[config.mk]
export PLATFORM = sky130hd
export DESIGN_NAME = z80_load_exchange_encoder_top_flat
export DESIGN_NICKNAME = d
export VERILOG_FILES = /design/src/rtl/zlx_pkg.sv /design/src/rtl/zlx_if.sv /design/src/rtl/z80_load_exchange_encoder_top.sv /design/src/rtl/zlx_front.sv /design/src/rtl/zlx_back.sv /design/src/flat_wrapper.sv
export SDC_FILE = /design/constraint.sdc
export NUM_CORES = 1
export LEC_CHECK = 0
export BUFFER_PORTS_ARGS = -buffer_cell sky130_fd_sc_hd__buf_2
export CORE_AREA = 2 2 39 41
export CTS_CLUSTER_DIAMETER = 200
export DETAILED_ROUTE_END_ITERATION = 10
export DIE_AREA = 0 0 41 43
export PLACE_DENSITY = 0.42
export SYNTH_ARGS = -nofsm -noshare
export SYNTH_HDL_FRONTEND = slang
export SYNTH_SLANG_ARGS = --single-unit
[constraint.sdc]
create_clock -name clk -period 2.82 [get_ports clk]
set_input_delay 0.423 -clock clk [delete_from_list [all_inputs] [get_ports clk]]
set_output_delay 0.423 -clock clk [all_outputs]
set_load 0.02 [all_outputs]
[src/rtl/zlx_pkg.sv]
// ----------------------------------------------------------------------------
// zlx_pkg: shared types and constants
// Register codes, form codes, result codes and the decoded-instruction record.
// ----------------------------------------------------------------------------
package zlx_pkg;

	localparam int unsigned MEMORY_SIZE = 65536;

	localparam logic [4:0] R_A   = 5'd0;
	localparam logic [4:0] R_I   = 5'd7;
	localparam logic [4:0] R_R   = 5'd8;
	localparam logic [4:0] R_BC  = 5'd9;
	localparam logic [4:0] R_DE  = 5'd10;
	localparam logic [4:0] R_HL  = 5'd11;
	localparam logic [4:0] R_SP  = 5'd12;
	localparam logic [4:0] R_AF  = 5'd13;
	localparam logic [4:0] R_AF2 = 5'd14;
	localparam logic [4:0] R_IX  = 5'd15;
	localparam logic [4:0] R_IY  = 5'd16;

	localparam logic [4:0] M_LD_RR    = 5'd0;
	localparam logic [4:0] M_LD_RN    = 5'd1;
	localparam logic [4:0] M_LD_RM    = 5'd2;
	localparam logic [4:0] M_LD_RX    = 5'd3;
	localparam logic [4:0] M_LD_MR    = 5'd4;
	localparam logic [4:0] M_LD_XR    = 5'd5;
	localparam logic [4:0] M_LD_MN    = 5'd6;
	localparam logic [4:0] M_LD_XN    = 5'd7;
	localparam logic [4:0] M_LD_ANN   = 5'd8;
	localparam logic [4:0] M_LD_NNA   = 5'd9;
	localparam logic [4:0] M_LD_DDNN  = 5'd10;
	localparam logic [4:0] M_LD_DDMNN = 5'd11;
	localparam logic [4:0] M_LD_MNNDD = 5'd12;
	localparam logic [4:0] M_LD_SP    = 5'd13;
	localparam logic [4:0] M_PUSH     = 5'd14;
	localparam logic [4:0] M_POP      = 5'd15;
	localparam logic [4:0] M_EX       = 5'd16;
	localparam logic [4:0] M_EX_SP    = 5'd17;
	localparam logic [4:0] M_EXX      = 5'd18;
	localparam logic [4:0] M_BLK_LO   = 5'd19;
	localparam logic [4:0] M_BLK_HI   = 5'd26;
	localparam logic [4:0] M_ORG      = 5'd27;

	localparam logic [1:0] E_OK   = 2'd0;
	localparam logic [1:0] E_REG  = 2'd1;
	localparam logic [1:0] E_MEM  = 2'd2;

	localparam int unsigned QDEPTH = 2;

	// One decoded instruction, as the front end hands it to the emitter.
	typedef struct packed {
		logic [3:0][7:0] bytes;
		logic [2:0]      len;     // 1..4 bytes
		logic [15:0]     addr;    // address of the first byte
		logic [1:0]      err;
	} zlx_instr_t;

	typedef struct packed {
		logic [4:0]  mode;
		logic [4:0]  reg_left;
		logic [4:0]  reg_right;
		logic [7:0]  imm_byte;
		logic [7:0]  imm_byte2;
		logic [15:0] imm_word;
	} zlx_in_t;

	typedef struct packed {
		logic [7:0]  out_byte;
		logic [15:0] out_address;
		logic        last_byte;
		logic [1:0]  error_code;
	} zlx_out_t;

	function automatic logic [3:0] reg8(input logic [4:0] r);
		// bit 3 marks a valid register; low bits are the field
		logic [2:0] f;
		f = 3'd0;
		case (r)
			5'd0: f = 3'd7;
			5'd1: f = 3'd0;
			5'd2: f = 3'd1;
			5'd3: f = 3'd2;
			5'd4: f = 3'd3;
			5'd5: f = 3'd4;
			5'd6: f = 3'd5;
			default: f = 3'd0;
		endcase
		return {(r < 5'd7), f};
	endfunction

	function automatic logic [7:0] idx_prefix(input logic [4:0] r);
		if (r == R_IX)
			return 8'hDD;
		if (r == R_IY)
			return 8'hFD;
		return 8'h00;
	endfunction

endpackage

[src/rtl/zlx_if.sv]
// ----------------------------------------------------------------------------
// zlx_if: valid/ready channel
// Carries one transaction of type T between a source and a sink.
// ----------------------------------------------------------------------------
interface zlx_if #(parameter type T = logic) ();
	logic valid;
	logic ready;
	T     data;

	modport source (output valid, output data, input ready);
	modport sink (input valid, input data, output ready);
endinterface

[src/rtl/z80_load_exchange_encoder_top.sv]
// ----------------------------------------------------------------------------
// z80_load_exchange_encoder_top: Z80 load/exchange/block instruction encoder
// Front end decodes a form; a two-entry queue feeds the byte emitter.
// ----------------------------------------------------------------------------
// Order: the front end writes each accepted instruction into the queue, and the
// emitter sends its bytes from the queue head. Throughput: one byte per cycle
// while out_ch is ready, through the single output port of the emitter.
// An instruction has 1 to 4 bytes; org forms and unused forms give no results.
// Reset: arst_n clears the program counter and empties the queue at once.
module z80_load_exchange_encoder_top (
	input logic clk,
	input logic arst_n,
	zlx_if.sink   in_ch,
	zlx_if.source out_ch
);
	import zlx_pkg::*;

	logic       push;
	logic       full;
	zlx_instr_t push_data;

	zlx_front u_front (
		.clk(clk), .arst_n(arst_n), .in_ch(in_ch),
		.push(push), .push_data(push_data), .full(full)
	);

	zlx_back u_back (
		.clk(clk), .arst_n(arst_n), .push(push), .push_data(push_data),
		.full(full), .out_ch(out_ch)
	);

endmodule

[src/rtl/zlx_front.sv]
// ----------------------------------------------------------------------------
// zlx_front: decode and address assignment
// Encodes one form into bytes, checks memory bounds and owns the program counter.
// ----------------------------------------------------------------------------
module zlx_front (
	input  logic                  clk,
	input  logic                  arst_n,
	zlx_if.sink                   in_ch,
	output logic                  push,
	output zlx_pkg::zlx_instr_t   push_data,
	input  logic                  full
);
	import zlx_pkg::*;

	logic [16:0] pc_q;
	logic [3:0][7:0] b;
	logic [2:0] len;
	logic [3:0] a, c;
	logic [7:0] p;
	logic [1:0] ps;
	logic [7:0] lo, hi;
	logic [17:0] end_pc;
	logic [2:0] blk;
	logic is_instr;
	zlx_in_t d;

	assign d = in_ch.data;
	assign in_ch.ready = !full;
	assign lo = d.imm_word[7:0];
	assign hi = d.imm_word[15:8];
	assign blk = 3'(d.mode - M_BLK_LO);

	always_comb begin
		b = '0;
		len = 3'd0;
		a = reg8(d.reg_left);
		c = reg8(d.reg_right);
		p = 8'h00;
		ps = 2'd0;
		case (d.mode)
			M_LD_RR: begin
				if (d.reg_left == R_A && d.reg_right == R_I) begin
					b[0] = 8'hED; b[1] = 8'h57; len = 3'd2;
				end else if (d.reg_left == R_A && d.reg_right == R_R) begin
					b[0] = 8'hED; b[1] = 8'h5F; len = 3'd2;
				end else if (d.reg_left == R_I && d.reg_right == R_A) begin
					b[0] = 8'hED; b[1] = 8'h47; len = 3'd2;
				end else if (d.reg_left == R_R && d.reg_right == R_A) begin
					b[0] = 8'hED; b[1] = 8'h4F; len = 3'd2;
				end else if (a[3] && c[3]) begin
					b[0] = {2'b01, a[2:0], c[2:0]}; len = 3'd1;
				end
			end
			M_LD_RN: begin
				if (a[3]) begin
					b[0] = {2'b00, a[2:0], 3'b110}; b[1] = d.imm_byte; len = 3'd2;
				end
			end
			M_LD_RM: begin
				if (d.reg_right == R_HL && a[3]) begin
					b[0] = {2'b01, a[2:0], 3'b110}; len = 3'd1;
				end else if (d.reg_left == R_A && d.reg_right == R_BC) begin
					b[0] = 8'h0A; len = 3'd1;
				end else if (d.reg_left == R_A && d.reg_right == R_DE) begin
					b[0] = 8'h1A; len = 3'd1;
				end
			end
			M_LD_RX: begin
				p = idx_prefix(d.reg_right);
				if (a[3] && p != 8'h00) begin
					b[0] = p; b[1] = {2'b01, a[2:0], 3'b110}; b[2] = d.imm_byte;
					len = 3'd3;
				end
			end
			M_LD_MR: begin
				if (d.reg_left == R_HL && c[3]) begin
					b[0] = {5'b01110, c[2:0]}; len = 3'd1;
				end else if (d.reg_left == R_BC && d.reg_right == R_A) begin
					b[0] = 8'h02; len = 3'd1;
				end else if (d.reg_left == R_DE && d.reg_right == R_A) begin
					b[0] = 8'h12; len = 3'd1;
				end
			end
			M_LD_XR: begin
				p = idx_prefix(d.reg_left);
				if (p != 8'h00 && c[3]) begin
					b[0] = p; b[1] = {5'b01110, c[2:0]}; b[2] = d.imm_byte; len = 3'd3;
				end
			end
			M_LD_MN: begin
				if (d.reg_left == R_HL) begin
					b[0] = 8'h36; b[1] = d.imm_byte; len = 3'd2;
				end
			end
			M_LD_XN: begin
				p = idx_prefix(d.reg_left);
				if (p != 8'h00) begin
					b[0] = p; b[1] = 8'h36; b[2] = d.imm_byte; b[3] = d.imm_byte2;
					len = 3'd4;
				end
			end
			M_LD_ANN: begin
				if (d.reg_left == R_A) begin
					b[0] = 8'h3A; b[1] = lo; b[2] = hi; len = 3'd3;
				end
			end
			M_LD_NNA: begin
				if (d.reg_right == R_A) begin
					b[0] = 8'h32; b[1] = lo; b[2] = hi; len = 3'd3;
				end
			end
			M_LD_DDNN: begin
				p = idx_prefix(d.reg_left);
				ps = 2'(d.reg_left - R_BC);
				if (p != 8'h00) begin
					b[0] = p; b[1] = 8'h21; b[2] = lo; b[3] = hi; len = 3'd4;
				end else if (d.reg_left >= R_BC && d.reg_left <= R_SP) begin
					b[0] = {2'b00, ps, 4'h1}; b[1] = lo; b[2] = hi; len = 3'd3;
				end
			end
			M_LD_DDMNN: begin
				p = idx_prefix(d.reg_left);
				ps = 2'(d.reg_left - R_BC);
				if (d.reg_left == R_HL) begin
					b[0] = 8'h2A; b[1] = lo; b[2] = hi; len = 3'd3;
				end else if (p != 8'h00) begin
					b[0] = p; b[1] = 8'h2A; b[2] = lo; b[3] = hi; len = 3'd4;
				end else if (d.reg_left >= R_BC && d.reg_left <= R_SP) begin
					b[0] = 8'hED; b[1] = {2'b01, ps, 4'hB}; b[2] = lo; b[3] = hi;
					len = 3'd4;
				end
			end
			M_LD_MNNDD: begin
				p = idx_prefix(d.reg_right);
				ps = 2'(d.reg_right - R_BC);
				if (d.reg_right == R_HL) begin
					b[0] = 8'h22; b[1] = lo; b[2] = hi; len = 3'd3;
				end else if (p != 8'h00) begin
					b[0] = p; b[1] = 8'h22; b[2] = lo; b[3] = hi; len = 3'd4;
				end else if (d.reg_right >= R_BC && d.reg_right <= R_SP) begin
					b[0] = 8'hED; b[1] = {2'b01, ps, 4'h3}; b[2] = lo; b[3] = hi;
					len = 3'd4;
				end
			end
			M_LD_SP: begin
				p = idx_prefix(d.reg_right);
				if (d.reg_left == R_SP && d.reg_right == R_HL) begin
					b[0] = 8'hF9; len = 3'd1;
				end else if (d.reg_left == R_SP && p != 8'h00) begin
					b[0] = p; b[1] = 8'hF9; len = 3'd2;
				end
			end
			M_PUSH, M_POP: begin
				p = idx_prefix(d.reg_left);
				ps = (d.reg_left == R_AF) ? 2'd3 : 2'(d.reg_left - R_BC);
				if (p != 8'h00) begin
					b[0] = p; b[1] = (d.mode == M_PUSH) ? 8'hE5 : 8'hE1; len = 3'd2;
				end else if ((d.reg_left >= R_BC && d.reg_left <= R_HL)
						|| d.reg_left == R_AF) begin
					b[0] = {2'b11, ps, (d.mode == M_PUSH) ? 4'h5 : 4'h1}; len = 3'd1;
				end
			end
			M_EX: begin
				if (d.reg_left == R_DE && d.reg_right == R_HL) begin
					b[0] = 8'hEB; len = 3'd1;
				end else if (d.reg_left == R_AF && d.reg_right == R_AF2) begin
					b[0] = 8'h08; len = 3'd1;
				end
			end
			M_EX_SP: begin
				p = idx_prefix(d.reg_right);
				if (d.reg_left == R_SP && d.reg_right == R_HL) begin
					b[0] = 8'hE3; len = 3'd1;
				end else if (d.reg_left == R_SP && p != 8'h00) begin
					b[0] = p; b[1] = 8'hE3; len = 3'd2;
				end
			end
			M_EXX: begin
				b[0] = 8'hD9; len = 3'd1;
			end
			default: begin
				if (d.mode >= M_BLK_LO && d.mode <= M_BLK_HI) begin
					// Block ops: bit 0 repeat, bit 1 decrement, bit 2 compare.
					b[0] = 8'hED;
					b[1] = {3'b101, blk[0], blk[1], 2'b00, blk[2]};
					len = 3'd2;
				end
			end
		endcase
	end

	assign end_pc = {1'b0, pc_q} + {15'd0, len};

	assign is_instr = d.mode <= M_BLK_HI;

	always_comb begin
		push_data.bytes = b;
		push_data.len = len;
		push_data.addr = pc_q[15:0];
		push_data.err = E_OK;
		if (len == 3'd0) begin
			push_data.err = E_REG;
			push_data.len = 3'd1;
			push_data.bytes = '0;
		end else if (end_pc > 18'(MEMORY_SIZE)) begin
			push_data.err = E_MEM;
			push_data.len = 3'd1;
			push_data.bytes = '0;
		end
	end

	assign push = in_ch.valid && in_ch.ready && is_instr;

	always_ff @(posedge clk or negedge arst_n) begin
		if (!arst_n) begin
			pc_q <= '0;
		end else if (in_ch.valid && in_ch.ready) begin
			if (d.mode == M_ORG)
				pc_q <= {1'b0, d.imm_word};
			else if (is_instr && push_data.err == E_OK)
				pc_q <= end_pc[16:0];
		end
	end

endmodule

[src/rtl/zlx_back.sv]
// ----------------------------------------------------------------------------
// zlx_back: instruction queue and byte emitter
// Holds decoded instructions and sends their bytes out one per transaction.
// ----------------------------------------------------------------------------
module zlx_back (
	input  logic                  clk,
	input  logic                  arst_n,
	input  logic                  push,
	input  zlx_pkg::zlx_instr_t   push_data,
	output logic                  full,
	zlx_if.source                 out_ch
);
	import zlx_pkg::*;

	zlx_instr_t mem_q [QDEPTH];
	logic       wp_q, rp_q;
	logic [1:0] cnt_q;
	logic [1:0] idx_q;
	logic       pop;
	zlx_instr_t head;
	logic       last;
	zlx_out_t   o;

	assign head = mem_q[rp_q];
	assign full = cnt_q == 2'(QDEPTH);
	assign last = {1'b0, idx_q} == head.len - 3'd1;
	assign pop = out_ch.valid && out_ch.ready && last;

	always_comb begin
		o.out_byte = head.bytes[idx_q];
		o.out_address = head.addr + 16'(idx_q);
		o.last_byte = last;
		o.error_code = head.err;
	end
	assign out_ch.data = o;
	assign out_ch.valid = cnt_q != 2'd0;

	always_ff @(posedge clk) begin
		if (push)
			mem_q[wp_q] <= push_data;
	end

	always_ff @(posedge clk or negedge arst_n) begin
		if (!arst_n) begin
			wp_q <= 1'b0;
			rp_q <= 1'b0;
			cnt_q <= '0;
			idx_q <= '0;
		end else begin
			if (push)
				wp_q <= ~wp_q;
			if (out_ch.valid && out_ch.ready) begin
				if (last) begin
					idx_q <= '0;
					rp_q <= ~rp_q;
				end else begin
					idx_q <= idx_q + 2'd1;
				end
			end
			cnt_q <= cnt_q + {1'b0, push} - {1'b0, pop};
		end
	end

`ifndef SYNTHESIS
	a_no_overflow: assert property (@(posedge clk) disable iff (!arst_n)
		full |-> !push) else $error("queue written while full");
	a_idx_in_range: assert property (@(posedge clk) disable iff (!arst_n)
		out_ch.valid |-> ({1'b0, idx_q} < head.len)) else $error("byte index past length");
	a_err_single: assert property (@(posedge clk) disable iff (!arst_n)
		(out_ch.valid && head.err != E_OK) |-> last) else $error("error result not last");
	a_idx_reset: assert property (@(posedge clk) disable iff (!arst_n)
		pop |=> idx_q == 2'd0) else $error("index not cleared");
`endif

endmodule
[src/flat_wrapper.sv]
// flat-port wrapper written by rule: the top's interface ports become plain ports
module z80_load_exchange_encoder_top_flat import zlx_pkg::*;
  (clk, arst_n, in_ch_valid, in_ch_data, in_ch_ready, out_ch_valid, out_ch_data, out_ch_ready);
  zlx_if in_ch_i ();
  zlx_if out_ch_i ();
  input logic clk;
  input logic arst_n;
  input wire logic [$bits(in_ch_i.valid)-1:0] in_ch_valid;
  input wire logic [$bits(in_ch_i.data)-1:0] in_ch_data;
  output wire logic [$bits(in_ch_i.ready)-1:0] in_ch_ready;
  output wire logic [$bits(out_ch_i.valid)-1:0] out_ch_valid;
  output wire logic [$bits(out_ch_i.data)-1:0] out_ch_data;
  input wire logic [$bits(out_ch_i.ready)-1:0] out_ch_ready;
  assign in_ch_i.valid = in_ch_valid;
  assign in_ch_i.data = in_ch_data;
  assign in_ch_ready = in_ch_i.ready;
  assign out_ch_valid = out_ch_i.valid;
  assign out_ch_data = out_ch_i.data;
  assign out_ch_i.ready = out_ch_ready;
  z80_load_exchange_encoder_top u_core (.clk(clk), .arst_n(arst_n), .in_ch(in_ch_i), .out_ch(out_ch_i));
endmodule
### Word level (Yosys, flattened, before mapping)

Memory sizes are Yosys's and may differ from the RTL's.
Index checks and enable logic that the tools add are counted.

| storage, ports and cells | value |
|---|---|
| register bits after elaboration | 23 |
| memories kept | 1 |
| word-level logic and storage cells | 29 |
| memory bits (writable) | 56 |
| input port bits | 5 |
| output and inout port bits | 3 |

Memory list:

| name | depth | width | read ports | clocked after memory_dff | write ports | RTL line | RTL |
|---|---|---|---|---|---|---|---|
| u_core.u_back.mem_q | 2 | 28 | 1 | 0 | 1 | zlx_back.sv:15 | `zlx_instr_t mem_q [QDEPTH];` |

| operators by class | value |
|---|---|
| bitwise operators | 2 |
| muxes and demuxes | 5 |
| reduce and logical (&&, ||, !) cells | 8 |
| $lt $le $gt $ge | 1 |
| add/subtract/negate cells | 5 |
| equality and inequality tests | 2 |

Operator list:

| operator | number |
|---|---|
| $add A17 B1 Y18 const B | 1 |
| $gt A18 B17 Y1 const B | 1 |
| $mux W10 | 1 |
| $mux W2 | 2 |
| $reduce_and A2 Y1 | 2 |
| $eq A2 B3 Y1 | 1 |
| $logic_and A1 B1 Y1 | 3 |
| $sub A3 B1 Y3 const B | 1 |
| $add A2 B1 Y2 | 1 |
| $add A2 B1 Y2 const B | 1 |
| $eq A2 B2 Y1 const B | 1 |
| $logic_not A2 Y1 | 1 |
| $mux W1 | 2 |
| $not A1 Y1 | 2 |
| $reduce_bool A2 Y1 | 1 |
| $sub A2 B1 Y2 | 1 |
| $logic_not A1 Y1 | 1 |

### Logic depth before layout (Yosys ltp)

| logic depth | value |
|---|---|
| word-level depth | 5 |
| mapped depth | 8 |
| mapped depth without buffers | 8 |

### Hierarchy

From an unflattened synthesis, not the netlist that was laid out.

| unflattened totals | value |
|---|---|
| cells, all modules | 240 |
| area, all modules | 2352.3 um^2 |

By module, submodules not included:

| module | seq. area each (um^2) | area an instance (um^2) | cells each | instances |
|---|---|---|---|---|
| zlx_front | 425.4 | 1654.1 | 187 | 1 |
| zlx_back | 390.4 | 698.2 | 53 | 1 |

### Least setup slack after synthesis

OpenSTA, ideal clock, no wires.

| timing | value |
|---|---|
| kind | reg-to-reg |
| start | reg u_core.u_back.cnt_q[0] |
| end | reg u_core.u_back.cnt_q[1] |
| period minus slack after synthesis | 1.759 ns |
| stages on the path, launching flop included | 8 |
| setup slack | 1.061 ns |
| data arrival time | 1.636 ns |
| setup time | 0.123 ns |
| required time | 2.697 ns |
| buffers on the path | 0 |
| path through | dfrtp_1 or2_1 and3_1 ha_1 inv_1 ha_1 xnor2_1 xnor2_1 |

| between the ends | value |
|---|---|
| elaborated cells on any way between the ends | 8 |
| those cells by class | 2 x add/sub; 1 x eq/ne; 5 x reduce/logical |

RTL lines:

| item | RTL line | RTL |
|---|---|---|
| start, declared | zlx_back.sv:17 | `logic [1:0] cnt_q;` |
| start signal, assigned | zlx_back.sv:60 | `cnt_q <= cnt_q + {1'b0, push} - {1'b0, pop};` |
| $reduce_bool A2 Y1 | zlx_back.sv:36 | `assign out_ch.valid = cnt_q != 2'd0;` |
| via out_ch_valid | flat_wrapper.sv:11 | `output wire logic [$bits(out_ch_i.valid)-1:0] out_ch_valid;` |
| $logic_and A1 B1 Y1 (2 in series) | zlx_back.sv:27 | `assign pop = out_ch.valid && out_ch.ready && last;` |
| $sub A2 B1 Y2 | zlx_back.sv:60 |  |

The timed path passes the listed nets, and every way through them passes these cells.
A chain may end at the register's enable or synchronous reset.

### Worst setup path after layout

| timing | value |
|---|---|
| start | reg u_core.u_back.cnt_q[1] |
| end | reg u_core.u_back.cnt_q[1] |

| between the ends | value |
|---|---|
| longest elaborated chain between the ends | 5 |
| elaborated cells on any way between the ends | 8 |
| those cells by class | 2 x add/sub; 1 x eq/ne; 5 x reduce/logical |

RTL lines:

| item | RTL line | RTL |
|---|---|---|
| $eq A2 B2 Y1 | zlx_back.sv:25 | `assign full = cnt_q == 2'(QDEPTH);` |
| $logic_not A1 Y1 | zlx_front.sv:28 | `assign in_ch.ready = !full;` |
| $logic_and A1 B1 Y1 | zlx_front.sv:212 | `assign push = in_ch.valid && in_ch.ready && is_instr;` |
| $add A2 B1 Y2 | zlx_back.sv:60 |  |
| $sub A2 B1 Y2 * | zlx_back.sv:60 |  |

Mark *: on every way between the ends. The rest lies on a longest branch, timed or not.

==> results.ini <==
[global_routing]
antenna_found_initial = 0
first_global_vias = 185
grt_overflow = 0
grt_util_all_layers_pct = 6.042
grt_first_pass_wirelength_um = 648
grt_max_degree = 5

[cts]
numCtsBuffers = 3
cts.sink_count = 4
hold_buffers = 1
clk_latency_ns = 0.24
clockBufferDepth = 2
cts-resized-gates = 0
cts_root_buffer = clkbuf_4
cts_setup_buffers = 0
cts_tree = built
clk_pin_slew_ns = 0.04
htreeDepth = 1

[routing]
route.antenna.remaining_nets = 0
drtIter0Drc = 2
drt_wl_total_um = 404
viasPerCell = 3.787
drt-wirelength-per-cell_um = 8.596
vias = 178
firstDrtPassIters = 3
route.detailed.drc = 0

[synth]
synth_top_area_share_pct = 40.00
yosysTopAreaCell = dfrtp_1
postSynth.asyncResetShare_pct = 100.0
synth-edff-count = 0
synth_cells = 23
ys_seq_area_share_pct = 40.00
ys_ff_latch = 4
synthDistinctLibCells = 12
syn_area_per_cell_um2 = 10.88
synth.cells.most_frequent = 4 x dfrtp_1, 4 x ha_1, 4 x inv_1
synth_fp_nets = 32
synthFlopType = dfrtp_1
synth_area_um2 = 250.2
synthTopCellsByArea = dfrtp_1 40%, ha_1 20%, mux2_1 9.0%
yosysWarningCount = 0

[floorplan]
core-area_mm2 = 0.001384
placementRows = 14
pin_count = 8
die_width_um = 41
die_h_um = 43
die_area_mm2 = 0.001763
initial_core_util_pct = 18.08

[finish]
finalNetCount = 42
finalInstanceArea_um2 = 320.3
n_antenna_cell = 0
fillers = 156
final_util_pct = 23.15
drive_above_1_share_pct = 29.03
syn2layout_area_growth_pct = 28.00

[worst_setup_path]
path_class = reg2reg
slowest_stage = dfrtp_1
path_max_fanout = 4
startpoint_type = flop
end_kind = flop
crit_start = u_core.u_back.cnt_q[1]
rr_startpoint = u_core.u_back.cnt_q[1]
slowest_delay_ns = 0.42
crit_arrival_ns = 1.83
crit_chain = or2_1, and3_1, ha_1, inv_1, ha_1, xnor2_1, xnor2_1
critical_path_required_ns = 2.94

[timing]
worst_slack_ns = 1.109
hold_viol_final = 0
min_period_ns = 1.711
fin_tns_setup_ns = 0
rsz0062_at_grt = false
slew_viol_final = 0
timing.final.crit_share_pct = 60.67
finalSetupViolCount = 0
clock_skew_ns = 0.002544
max_freq_mhz = 584.5

[flow_run]
max_cap_viol_count = 0

[pwr]
peakVddDrop_uv = 320.3
p_leak_uw = 0.0001609
power_uw = 289.5
p_per_area_mw_per_mm2 = 903.7

[placed_design]
post-place-ws_ns = 1.122
io_buffers = 5
dpl_cell_area_um2 = 287.8
dpl.hpwl_um = 328.8
gp_congestion = 0.6072

[worst_hold_path]
hold_class = in2reg
hold_start = in_ch_valid

[run_status]
outcome = finished clean

==> final timing paths <==
path,depth (start not counted),slack (ns),end
min in group asynchronous,2,0.53,u_core.u_back.cnt_q[1]
worst max-delay path,7,1.11,u_core.u_back.cnt_q[1]
worst min register to register,1,0.50,u_core.u_back.idx_q[0]
worst max register to register,7,1.11,u_core.u_back.cnt_q[1]
max in group asynchronous,2,2.16,u_core.u_back.idx_q[1]
worst min-delay path,3,0.50,u_core.u_back.cnt_q[0]
==> logic make-up (layout without fill, tap and decap cells) <==
| family | Yosys count | after routing | share of synthesized area, % |
|---|---|---|---|
| buf+inv | 5 | 13 | 8.999 |
| simple gates | 4 | 4 | 10.01 |
| other cells | 1 | 1 | 1.499 |
| xor+xnor | 2 | 2 | 7.001 |
| mux | 2 | 2 | 8.999 |
| flops | 4 | 4 | 40.00 |
| compound gates | 1 | 1 | 3.501 |
| fa+ha+maj | 4 | 4 | 20.00 |
==> metrics by stage <==
stage	cells	hold WS, ns
after detailed placement	43	0.2374
after global placement	43	0.2357
after global routing	47	0.5270
final	47	0.5013
after floorplan	23	0.1274
after CTS	47	0.4949
==> routing by layer <==
| layer | routed length (um) | global-route usage [%] | vias up |
|---|---|---|---|
| li1 | - | - | 85 |
| met1 | 158 | 5.844 | 83 |
| met2 | 192 | 8.438 | 8 |
| met3 | 40 | 1.571 | 2 |
| met4 | 13 | 8.000 | 0 |
| met5 | 0 | 0 | - |
==> cell usage in the layout (no fill, tap or decap) <==
cell type / netlist / layout
and2_1: 1 / 1
and3_1: 1 / 1
buf_2: 0 / 5
clkbuf_4: 0 / 3
conb_1: 1 / 1
dfrtp_1: 4 / 4
dlygate4sd3_1: 0 / 1
ha_1: 4 / 4
inv_1: 4 / 4
mux2_1: 2 / 2
nand2b_1: 1 / 1
o21ai_2: 1 / 1
or2_1: 1 / 1
xnor2_1: 2 / 2
==> report_power, final <==
group	internal, uW	switching, uW	total, uW
Combinational	59.8	63.6	123
Sequential	74.9	19.2	94.0
Clock	47.7	24.4	72.1
Total	182	107	289
==> layout make-up <==
class / count / area (um^2) / share of cell area [%]
timing repair buffer: 6 / 35.03 / 10.94
inverter: 4 / 15.01 / 4.688
multi-input combinational: 14 / 127.6 / 39.84
sequential: 4 / 100.1 / 31.25
tap: 16 / 20.02 / 6.250
clock buffer: 3 / 22.52 / 7.031
==> worst max-delay path: cells and delay by family, from the launching register on <==
| kind | cells | cell delay (ns) |
|---|---|---|
| adders and majority gates | 2 | 0.45 |
| and+or+nand+nor | 2 | 0.43 |
| DFF | 1 | 0.42 |
| xor gates and xnor gates | 2 | 0.25 |
| buffers and inverters | 1 | 0.04 |
==> sequential cells by signal, indices dropped and copies added (netlist names) <==
| register | cells |
|---|---|
| u_core.u_back.cnt_q | 2 |
| u_core.u_back.idx_q | 2 |
Note: power is estimated with default switching activity, not from simulation.
